===== src/rtl/core/ile_pkg.sv =====
// ile_pkg: shared constants, command codes, FSM state and request/result types
// for the indexed list engine. No dependencies.
package ile_pkg;

  // List capacity and derived widths
  localparam int CAPACITY = 32;
  localparam int AW       = (CAPACITY > 1) ? $clog2(CAPACITY) : 1;
  localparam int CW       = $clog2(CAPACITY + 1);
  localparam int POS_W    = 6;
  localparam int CMP_W    = ((CW > POS_W) ? CW : POS_W) + 1;
  localparam int DATA_W   = 32;

  // Command codes
  localparam logic [2:0] CMD_READ   = 3'd0;
  localparam logic [2:0] CMD_FRONT  = 3'd1;
  localparam logic [2:0] CMD_APPEND = 3'd2;
  localparam logic [2:0] CMD_REMOVE = 3'd3;
  localparam logic [2:0] CMD_DUMP   = 3'd4;

  typedef enum logic [2:0] {
    ST_IDLE,
    ST_EMIT,
    ST_SHIFT_UP,
    ST_FRONT_PUT,
    ST_SHIFT_DN,
    ST_DUMP
  } state_t;

  typedef struct packed {
    logic [2:0]              command;
    logic [POS_W-1:0]        position;
    logic signed [DATA_W-1:0] data_in;
  } in_req_t;

  typedef struct packed {
    logic signed [DATA_W-1:0] data_out;
    logic                     ok;
    logic                     last;
  } out_rsp_t;

endpackage


===== src/rtl/core/indexed_list_engine.sv =====
// indexed_list_engine: ordered list of signed 32-bit values in one synchronous
// memory, with read, front insert, append, remove and dump commands.
// Depends on ile_pkg.
//
//   channel | direction | handshake            | payload
//   in      | input     | in_valid / in_stall   | in_req  (command, position, data_in)
//   out     | output    | out_valid / out_stall | out_rsp (data_out, ok, last)
//
// One request at a time; in_stall is low only in the idle state.
// Read, append, empty-list front insert and rejected commands go straight
// to the result. Front insert shifts every entry up, then writes the front;
// remove before the tail shifts later entries down; dump streams all entries.
// One write and one registered read port; shifts move one entry per cycle.
// Output stalls stretch each result-producing cycle by the stall length.
// rst_n (synchronous) empties the list; memory contents are not cleared.
module indexed_list_engine
  import ile_pkg::*;
(
  input  logic     clk,
  input  logic     rst_n,
  input  logic     in_valid,
  output logic     in_stall,
  input  in_req_t  in_req,
  output logic     out_valid,
  input  logic     out_stall,
  output out_rsp_t out_rsp
);

  // Element store
  logic signed [DATA_W-1:0] mem [CAPACITY];
  logic                     wr_en, rd_en;
  logic [AW-1:0]            wr_addr, rd_addr;
  logic signed [DATA_W-1:0] wr_data;
  logic signed [DATA_W-1:0] rd_q;

  // Control and pending result
  state_t                   state_r, state_nxt;
  logic [AW-1:0]            idx_r, idx_nxt;
  logic [CW-1:0]            cnt_r, cnt_nxt;
  logic signed [DATA_W-1:0] val_r, val_nxt;
  logic                     res_ok_r, res_ok_nxt;
  logic                     res_mem_r, res_mem_nxt;
  logic                     res_neg_r, res_neg_nxt;

  // Output register
  logic                     out_valid_r, out_valid_nxt;
  out_rsp_t                 out_rsp_r, out_rsp_nxt;
  logic                     out_free, out_load;

  // Decode helpers
  logic                     accept;
  logic                     full;
  logic                     pos_in_range;
  logic                     pos_is_tail;
  logic                     dn_more;
  logic                     dump_last;

  assign accept   = in_valid && !in_stall;
  assign out_free = !out_valid_r || !out_stall;
  assign full     = (cnt_r >= CW'(CAPACITY));

  assign pos_in_range = CMP_W'(in_req.position) < CMP_W'(cnt_r);
  assign pos_is_tail  = (CMP_W'(in_req.position) + CMP_W'(1)) == CMP_W'(cnt_r);
  assign dn_more      = ((CW+1)'(idx_r) + (CW+1)'(2)) < (CW+1)'(cnt_r);
  assign dump_last    = ((CW+1)'(idx_r) + (CW+1)'(1)) == (CW+1)'(cnt_r);

  // Next state
  always_comb begin
    state_nxt = state_r;
    unique case (state_r)
      ST_IDLE: begin
        if (accept) begin
          state_nxt = ST_EMIT;
          unique case (in_req.command)
            CMD_FRONT:  if (!full && cnt_r != '0) state_nxt = ST_SHIFT_UP;
            CMD_REMOVE: if (pos_in_range && !pos_is_tail) state_nxt = ST_SHIFT_DN;
            CMD_DUMP:   if (cnt_r != '0) state_nxt = ST_DUMP;
            default:    state_nxt = ST_EMIT;
          endcase
        end
      end
      ST_EMIT:      if (out_free) state_nxt = ST_IDLE;
      ST_SHIFT_UP:  if (idx_r == AW'(1)) state_nxt = ST_FRONT_PUT;
      ST_FRONT_PUT: state_nxt = ST_EMIT;
      ST_SHIFT_DN:  if (!dn_more) state_nxt = ST_EMIT;
      ST_DUMP:      if (out_free && dump_last) state_nxt = ST_IDLE;
      default:      state_nxt = ST_IDLE;
    endcase
  end

  // Datapath and memory control
  always_comb begin
    in_stall    = (state_r != ST_IDLE);
    wr_en       = 1'b0;
    wr_addr     = idx_r;
    wr_data     = rd_q;
    rd_en       = 1'b0;
    rd_addr     = idx_r;
    idx_nxt     = idx_r;
    cnt_nxt     = cnt_r;
    val_nxt     = val_r;
    res_ok_nxt  = res_ok_r;
    res_mem_nxt = res_mem_r;
    res_neg_nxt = res_neg_r;
    out_load    = 1'b0;
    out_rsp_nxt = out_rsp_r;

    unique case (state_r)
      ST_IDLE: begin
        if (accept) begin
          res_ok_nxt  = 1'b0;
          res_mem_nxt = 1'b0;
          res_neg_nxt = 1'b0;
          val_nxt     = in_req.data_in;
          unique case (in_req.command)
            CMD_READ: begin
              if (pos_in_range) begin
                rd_en       = 1'b1;
                rd_addr     = AW'(in_req.position);
                res_ok_nxt  = 1'b1;
                res_mem_nxt = 1'b1;
              end else begin
                res_neg_nxt = 1'b1;
              end
            end
            CMD_FRONT: begin
              if (!full) begin
                if (cnt_r == '0) begin
                  // empty list: place directly at the front
                  wr_en      = 1'b1;
                  wr_addr    = '0;
                  wr_data    = in_req.data_in;
                  cnt_nxt    = cnt_r + CW'(1);
                  res_ok_nxt = 1'b1;
                end else begin
                  // start shifting from the tail downward
                  idx_nxt = AW'(cnt_r);
                  rd_en   = 1'b1;
                  rd_addr = AW'(cnt_r - CW'(1));
                end
              end
            end
            CMD_APPEND: begin
              if (!full) begin
                wr_en      = 1'b1;
                wr_addr    = AW'(cnt_r);
                wr_data    = in_req.data_in;
                cnt_nxt    = cnt_r + CW'(1);
                res_ok_nxt = 1'b1;
              end
            end
            CMD_REMOVE: begin
              if (pos_in_range) begin
                if (pos_is_tail) begin
                  cnt_nxt    = cnt_r - CW'(1);
                  res_ok_nxt = 1'b1;
                end else begin
                  idx_nxt = AW'(in_req.position);
                  rd_en   = 1'b1;
                  rd_addr = AW'(in_req.position) + AW'(1);
                end
              end
            end
            CMD_DUMP: begin
              if (cnt_r != '0) begin
                idx_nxt = '0;
                rd_en   = 1'b1;
                rd_addr = '0;
              end
            end
            default: ;
          endcase
        end
      end

      ST_EMIT: begin
        if (out_free) begin
          out_load             = 1'b1;
          out_rsp_nxt.ok       = res_ok_r;
          out_rsp_nxt.last     = 1'b1;
          if (res_mem_r) begin
            out_rsp_nxt.data_out = rd_q;
          end else if (res_neg_r) begin
            out_rsp_nxt.data_out = -32'sd1;
          end else begin
            out_rsp_nxt.data_out = '0;
          end
        end
      end

      // move entry idx-1 up into idx, fetch the next one below
      ST_SHIFT_UP: begin
        wr_en   = 1'b1;
        wr_addr = idx_r;
        wr_data = rd_q;
        if (idx_r != AW'(1)) begin
          rd_en   = 1'b1;
          rd_addr = idx_r - AW'(2);
        end
        idx_nxt = idx_r - AW'(1);
      end

      ST_FRONT_PUT: begin
        wr_en      = 1'b1;
        wr_addr    = '0;
        wr_data    = val_r;
        cnt_nxt    = cnt_r + CW'(1);
        res_ok_nxt = 1'b1;
      end

      // move entry idx+1 down into idx, fetch idx+2 if still in the list
      ST_SHIFT_DN: begin
        wr_en   = 1'b1;
        wr_addr = idx_r;
        wr_data = rd_q;
        if (dn_more) begin
          rd_en   = 1'b1;
          rd_addr = idx_r + AW'(2);
          idx_nxt = idx_r + AW'(1);
        end else begin
          cnt_nxt    = cnt_r - CW'(1);
          res_ok_nxt = 1'b1;
        end
      end

      // stream entries out, one per free output slot
      ST_DUMP: begin
        if (out_free) begin
          out_load             = 1'b1;
          out_rsp_nxt.data_out = rd_q;
          out_rsp_nxt.ok       = 1'b1;
          out_rsp_nxt.last     = dump_last;
          if (!dump_last) begin
            rd_en   = 1'b1;
            rd_addr = idx_r + AW'(1);
            idx_nxt = idx_r + AW'(1);
          end
        end
      end

      default: ;
    endcase
  end

  // Output valid
  always_comb begin
    out_valid_nxt = out_valid_r;
    if (out_load) begin
      out_valid_nxt = 1'b1;
    end else if (out_valid_r && !out_stall) begin
      out_valid_nxt = 1'b0;
    end
  end

  // Control registers
  always_ff @(posedge clk) begin
    if (!rst_n) begin
      state_r     <= ST_IDLE;
      cnt_r       <= '0;
      out_valid_r <= 1'b0;
    end else begin
      state_r     <= state_nxt;
      cnt_r       <= cnt_nxt;
      out_valid_r <= out_valid_nxt;
    end
  end

  // Payload registers
  always_ff @(posedge clk) begin
    idx_r     <= idx_nxt;
    val_r     <= val_nxt;
    res_ok_r  <= res_ok_nxt;
    res_mem_r <= res_mem_nxt;
    res_neg_r <= res_neg_nxt;
    out_rsp_r <= out_rsp_nxt;
  end

  // Element memory: one write, one registered read per cycle
  always_ff @(posedge clk) begin
    if (wr_en) begin
      mem[wr_addr] <= wr_data;
    end
    if (rd_en) begin
      rd_q <= mem[rd_addr];
    end
  end

  assign out_valid = out_valid_r;
  assign out_rsp   = out_rsp_r;

  // Checks
  a_cnt_bound: assert property (@(posedge clk) disable iff (!rst_n)
    cnt_r <= CW'(CAPACITY))
    else $error("entry count beyond capacity");

  a_cnt_step: assert property (@(posedge clk) disable iff (!rst_n)
    $past(rst_n) && (cnt_r != $past(cnt_r)) |->
      (cnt_r == $past(cnt_r) + CW'(1)) || (cnt_r == $past(cnt_r) - CW'(1)))
    else $error("entry count moved by more than one");

  a_no_overwrite: assert property (@(posedge clk) disable iff (!rst_n)
    out_load |-> !(out_valid_r && out_stall))
    else $error("result register overwritten while stalled");

  a_port_clash: assert property (@(posedge clk) disable iff (!rst_n)
    (wr_en && rd_en) |-> (wr_addr != rd_addr))
    else $error("read and write hit the same entry");

endmodule

===== config.mk =====
export PLATFORM = sky130hd
export DESIGN_NAME = indexed_list_engine
export DESIGN_NICKNAME = d
export VERILOG_FILES = /design/src/rtl/core/ile_pkg.sv /design/src/rtl/core/indexed_list_engine.sv
export SDC_FILE = /design/constraint.sdc
export NUM_CORES = 1
export LEC_CHECK = 0
export BUFFER_PORTS_ARGS = -buffer_cell sky130_fd_sc_hd__buf_4
export CAP_MARGIN = 30
export CORE_UTILIZATION = 57
export CTS_BUF_LIST = sky130_fd_sc_hd__clkbuf_16
export DETAILED_ROUTE_END_ITERATION = 10
export HOLD_SLACK_MARGIN = 0.05
export PLACE_DENSITY_LB_ADDON = 0.05
export SYNTH_ARGS = -nofsm -noshare
export SYNTH_HDL_FRONTEND = slang
export SYNTH_SLANG_ARGS = --single-unit

===== constraint.sdc =====
create_clock -name clk -period 4.7 [get_ports clk]
set_clock_uncertainty 0.05 [all_clocks]
set_input_delay 0 -clock clk [delete_from_list [all_inputs] [get_ports clk]]
set_output_delay 0 -clock clk [all_outputs]
set_load 0.005 [all_outputs]

Word-level counts from Yosys, hierarchy flattened

Memory sizes are Yosys's and may differ from the RTL's. A register that Yosys moved wholly into a read port is not among the register bits.
Index checks and enable logic that the tools add are counted.

RAM bits: 1,024
Memories kept: 1
Logic and storage cells: 171
Flip-flop bits (word level): 84

Magnitude comparators: 3
$add $sub $neg: 10
Reduce and logical (&&, ||, !) cells: 28
Equality and inequality tests: 29
Multiplexer cells: 89

Memory list:

| name | depth | width | rd ports | clocked after memory_dff | write ports | line                      | text |
|---|---|---|---|---|---|---|---|
| mem  | 32    | 32    | 1        | 1                        | 1           | indexed_list_engine.sv:30 | `logic signed [DATA_W-1:0] mem [CAPACITY];` |

Operators with widths:

| kind                                                | number |
|---|---|
| 2-to-1 mux 32 bit                                   | 6 |
| case mux 32 bit (2 select lines)                    | 2 |
| 2-to-1 mux 5 bit                                    | 21 |
| 2-to-1 mux 34 bit                                   | 2 |
| case mux 34 bit (2 select lines)                    | 1 |
| case mux 5 bit (4 select lines)                     | 3 |
| 2-to-1 mux 6 bit                                    | 7 |
| case mux 6 bit (3 select lines)                     | 2 |
| 2-to-1 mux 1 bit                                    | 26 |
| 2-to-1 mux 3 bit                                    | 7 |
| != test 3 bit, second input constant                | 7 |
| case mux 5 bit (2 select lines)                     | 2 |
| case mux 3 bit (6 select lines)                     | 1 |
| case mux 5 bit (3 select lines)                     | 1 |
| != test 2 bit, second input constant                | 7 |
| equality test 3 x 2 -> 1 bit, second input constant | 4 |
| < comparator 6 bit                                  | 2 |
| case mux 1 bit (4 select lines)                     | 3 |
| adder 5 x 1 -> 5 bit, second input constant         | 2 |
| equality test 3 bit, second input constant          | 3 |
| case mux 3 bit (3 select lines)                     | 1 |
| AND reduction 9 bit                                 | 1 |
| AND reduction 8 bit                                 | 1 |
| adder 6 x 1 -> 7 bit, second input constant         | 1 |
| 32 further kinds                                    | 46 |

Logic depth before layout (Yosys ltp)

Depth in word-level cells: 8
Mapped depth: 20
Mapped depth without buffers: 14

Least setup slack after synthesis

No wires, ideal clock.

Path type: reg-to-reg
Start: register idx_r[2]
End: register rd_q[10], read port of mem, data pin
Buffers on the path: 4
Arrival: 4.298 ns
Slack: 0.080 ns
Cell stages (with the launch flop): 19
Required time: 4.378 ns
Cells stage by stage: edfxtp_1 -> clkbuf_1 -> clkbuf_1 -> inv_1 -> ha_1 -> ha_1 -> o21a_1 -> o31ai_1 -> a21oi_1 -> mux2_2 -> a2111oi_0 -> a211o_1 -> and3_1 -> buf_4 -> buf_2 -> a31oi_1 -> a22oi_1 -> nor2_1 -> or4_1

Cells in the longest elaborated chain, start to end: 5

Ends and longest elaborated chain:

| element                                                                      | line                       | text |
|---|---|---|
| start: declaration                                                           | indexed_list_engine.sv:38  | `logic [AW-1:0] idx_r, idx_nxt;` |
| start signal: assignment                                                     | indexed_list_engine.sv:270 | `idx_r <= idx_nxt;` |
| parallel branches: the longest is 5 deep, another holds adder 5 x 2 -> 6 bit | n/a                        |  |
| end: declaration                                                             | indexed_list_engine.sv:34  | `logic signed [DATA_W-1:0] rd_q;` |

Parallel ways; which one is timed is not known.
A chain may end at the register's enable or synchronous reset.

Worst setup path in the final report

Start: register cnt_r[0]
End: memory mem[29][5], enable pin

Cells in the longest elaborated chain, start to end: 8

Ends and longest elaborated chain:

| element                                                                                   | line                       | text |
|---|---|---|
| start: declaration                                                                        | indexed_list_engine.sv:39  | `logic [CW-1:0] cnt_r, cnt_nxt;` |
| start signal: assignment                                                                  | indexed_list_engine.sv:263 | `cnt_r <= cnt_nxt;` |
| parallel branches: the longest is 8 deep, another holds greater-or-equal comparator 6 bit | n/a                        |  |
| end: declaration                                                                          | indexed_list_engine.sv:30  |  |

Parallel ways; which one is timed is not known.

==> results by group <==
Clocking
  – Clock sinks: roughly 1100
  – Root buffer cell: clkbuf_16
  – Worst skew pair latency: 0.70 ns
  – Clock Path Buffers: 3
  – Num CTS Buffers: 114
  – Htree depth: 3
  – Clock transition at the registers of the reported paths: 0.06 ns
  – CTS tree: yes

Outcome
  – Status: finished clean

Synthesis
  – Register area share after synthesis: 71.8%
  – Cell variety after synth: 76
  – Syn Area/Cell: 12.7 um2
  – Top FF cell, synth: edfxtp_1
  – Mapped Nets: 3800
  – Post-synth EDFFs: around 1100
  – Post-synthesis cell count: 3733
  – Yosys reg bits: around 1100
  – Cell area after synthesis: around 0.048 mm2
  – Synthesis warning total: 0
  – Synth async-reset ratio: 0%

STA
  – Worst rel slew slack: 32.0%
  – Setup violations, final: 0
  – Final worst slack: 0.0522 ns
  – FMAX: 215 MHz
  – Slew Viols, Final: 0
  – Final cycle utilization of the critical path: 98.9%
  – Worst hold slack: roughly 0.085 ns
  – Fin. Hold Viols: 0
  – Final worst path period need: 4.65 ns
  – RSZ-0062 raised after global routing: true
  – Tightest Pin Transition: 1.01 ns

Run
  – Max-cap violations: 0

Layout
  – P&R area growth vs syn: 17.9%
  – # diodes: 0
  – Nets: about 4000
  – Commonest non-fill, non-tap cells in the layout: edfxtp_1 (1130), nand2_1 (977), nand3_1 (394)
  – Share of cells above drive strength 1: 14.6%
  – Commonest non-fill, non-tap cell in the layout: edfxtp_1

Critical path
  – Crit path max fanout: 12
  – Worst Path Arrival: 4.99 ns
  – Critical Path Start Type: flop
  – Critical path endpoint category: flop
  – CP Data Required Time: approximately 5 ns
  – Setup CP Type: flop to flop

Place
  – I/O Buffers: 80
  – Post-DP HPWL: 85.1 mm
  – Place WS: between 0.03 and 0.04 ns
  – GP Congestion: just over 0.9

Route
  – Vias post-DR: 33100
  – Per-cell routed wire length: 28.5 um
  – Drt pass-1 iters: 6
  – DR iter-0 viols: approximately 4600
  – Final routed DRC violation total: 0
  – DRT antenna net count: 0
  – DR vias/cell: 6.42
  – WL final: 147 mm

GRT
  – First-pass GRT wire length: 212 mm
  – Number of antenna violations at the first check in global routing: 3
  – Total global-route track usage: 34.6%
  – Vias in the first global route: 31500
  – Largest net degree at the start of global routing: 100
  – Grt ovf: 0

Floorplanning
  – Std-Cell Rows: between 100 and 150
  – Core area: 0.0822 mm2
  – # IOs: 81
  – DIE WIDTH: 291 um
  – Die height: 291 um
  – Die ar.: 0.0846 mm2
  – Initial core utilization: 57.8%

Min path
  – HP Class: input pin to flop

Pwr
  – Lkg Pwr: ~0.02 uW
  – Maximum vdd ir drop: 0.386 mV
  – PwrDens: 509 mW/mm2
  – Tot Pwr: 28500 uW
[where the power goes]
part / total, uW / switching (uW) / internal [uW]
Clock: 9370 / 3880 / 5500
Combinational: 7360 / 4770 / 2590
Sequential: 11800 / 136 / 11700
Total: 28500 / 8790 / 19800
[kinds of logic (layout without fill, tap and decap cells)]
group / Yosys count / in the layout / share of synthesized area, %
fa+ha+maj: 22 / 22 / 0.579
xor+xnor: 28 / 28 / 0.516
flops: 1140 / 1140 / 71.8
compound gates: 510 / 510 / 7.27
simple gates: 1686 / 1686 / 15.4
buf+inv: 269 / 622 / 2.78
mux: 78 / 78 / 1.65
[state kept, by name, summed over array words and instances (netlist names), 3 cells and up]
| name | flops |
|---|---|
| mem | 1024 |
| out_rsp | 34 |
| rd_q | 32 |
| val_r | 32 |
| cnt_r | 6 |
| idx_r | 5 |
| state_r | 3 |
[repair_timing]
action / 4_1_cts / 5_1_grt
gates resized for setup: 0 / 10
setup buffers: 0 / 5
setup endpoints to repair: 0 / 30
hold buffers: 70 / 0
endpoints found under the hold margin: 720 / 0
[Yosys cell counts, types with 7 or more instances]
library cell	instances	area, um2
edfxtp_1	1130	33900
nand2_1	978	3670
nand3_1	394	1970
a21oi_1	147	736
buf_2	128	641
nor2_1	126	473
clkbuf_1	85	319
o21ai_0	83	415
nor3_1	82	410
mux2i_1	77	771
a31oi_1	69	432
a32o_1	61	611
a22oi_1	34	255
or4_1	33	248
a32oi_1	26	228
ha_1	22	275
xnor2_1	22	193
inv_1	18	67.6
buf_6	16	180
a221oi_1	15	131
dfxtp_1	10	200
nand4_1	10	62.6
a211oi_1	9	67.6
buf_4	9	67.6
and2_1	8	50.1
buf_1	8	30.0
nand2b_1	8	50.1
nor4_1	7	43.8
o211ai_1	7	52.6
o22ai_1	7	43.8
or3_1	7	43.8
[through the flow]
stage	TNS, ns	instances	instance area [um2]	utilization, %
after floorplan	0	3733	47500	-
after detailed placement	0	4864	51300	62.4
final	0	5156	56100	68.2
after global placement	0	4850	51100	62.1
after global routing	-0.0540	5156	56100	68.2
after CTS	0	5149	55900	68.0
[critical path: stages, from the launching register on]
cell and delay [ns]:
dfxtp_1 0.45, buf_4 0.23, inv_1 0.08, ha_1 0.21
nand3_1 0.11, buf_4 0.18, nor3b_1 0.07, nor2_1 0.28
or3_1 0.20, nor3_1 0.08, nor3_1 0.82, nand3_1 0.53
nor2_4 0.78, buf_12 0.25
[final cells by class]
class,count,area (um2)
flip-flops and latches,1140,34100
fillers,5790,26200
multi-input cells,2324,12500
repair buffers,384,4090
clock buffers,117,2930
well taps,1070,1340
clock inverters,98,960
inverters,23,86.3
[per-layer routing]
metal | track usage, % | part of all wire (%)
met4 | 12.9 | 3.7
met1 | 49.5 | 40
met5 | 0 | 0
met3 | 7.51 | 12
met2 | 52.4 | 45
[final timing paths]
| check | cells after the start | start | to | slack [ns] |
|---|---|---|---|---|
| worst min register to register | 1 | res_ok_r | out_rsp[1] | 0.54 |
| worst max register to register | 13 | cnt_r[0] | mem[29][5] | 0.05 |
| worst min-delay path | 2 | in_req[19] | val_r[19] | 0.09 |
| worst max-delay path | 13 | cnt_r[0] | mem[29][5] | 0.05 |
(Power assumes the default switching activity.)
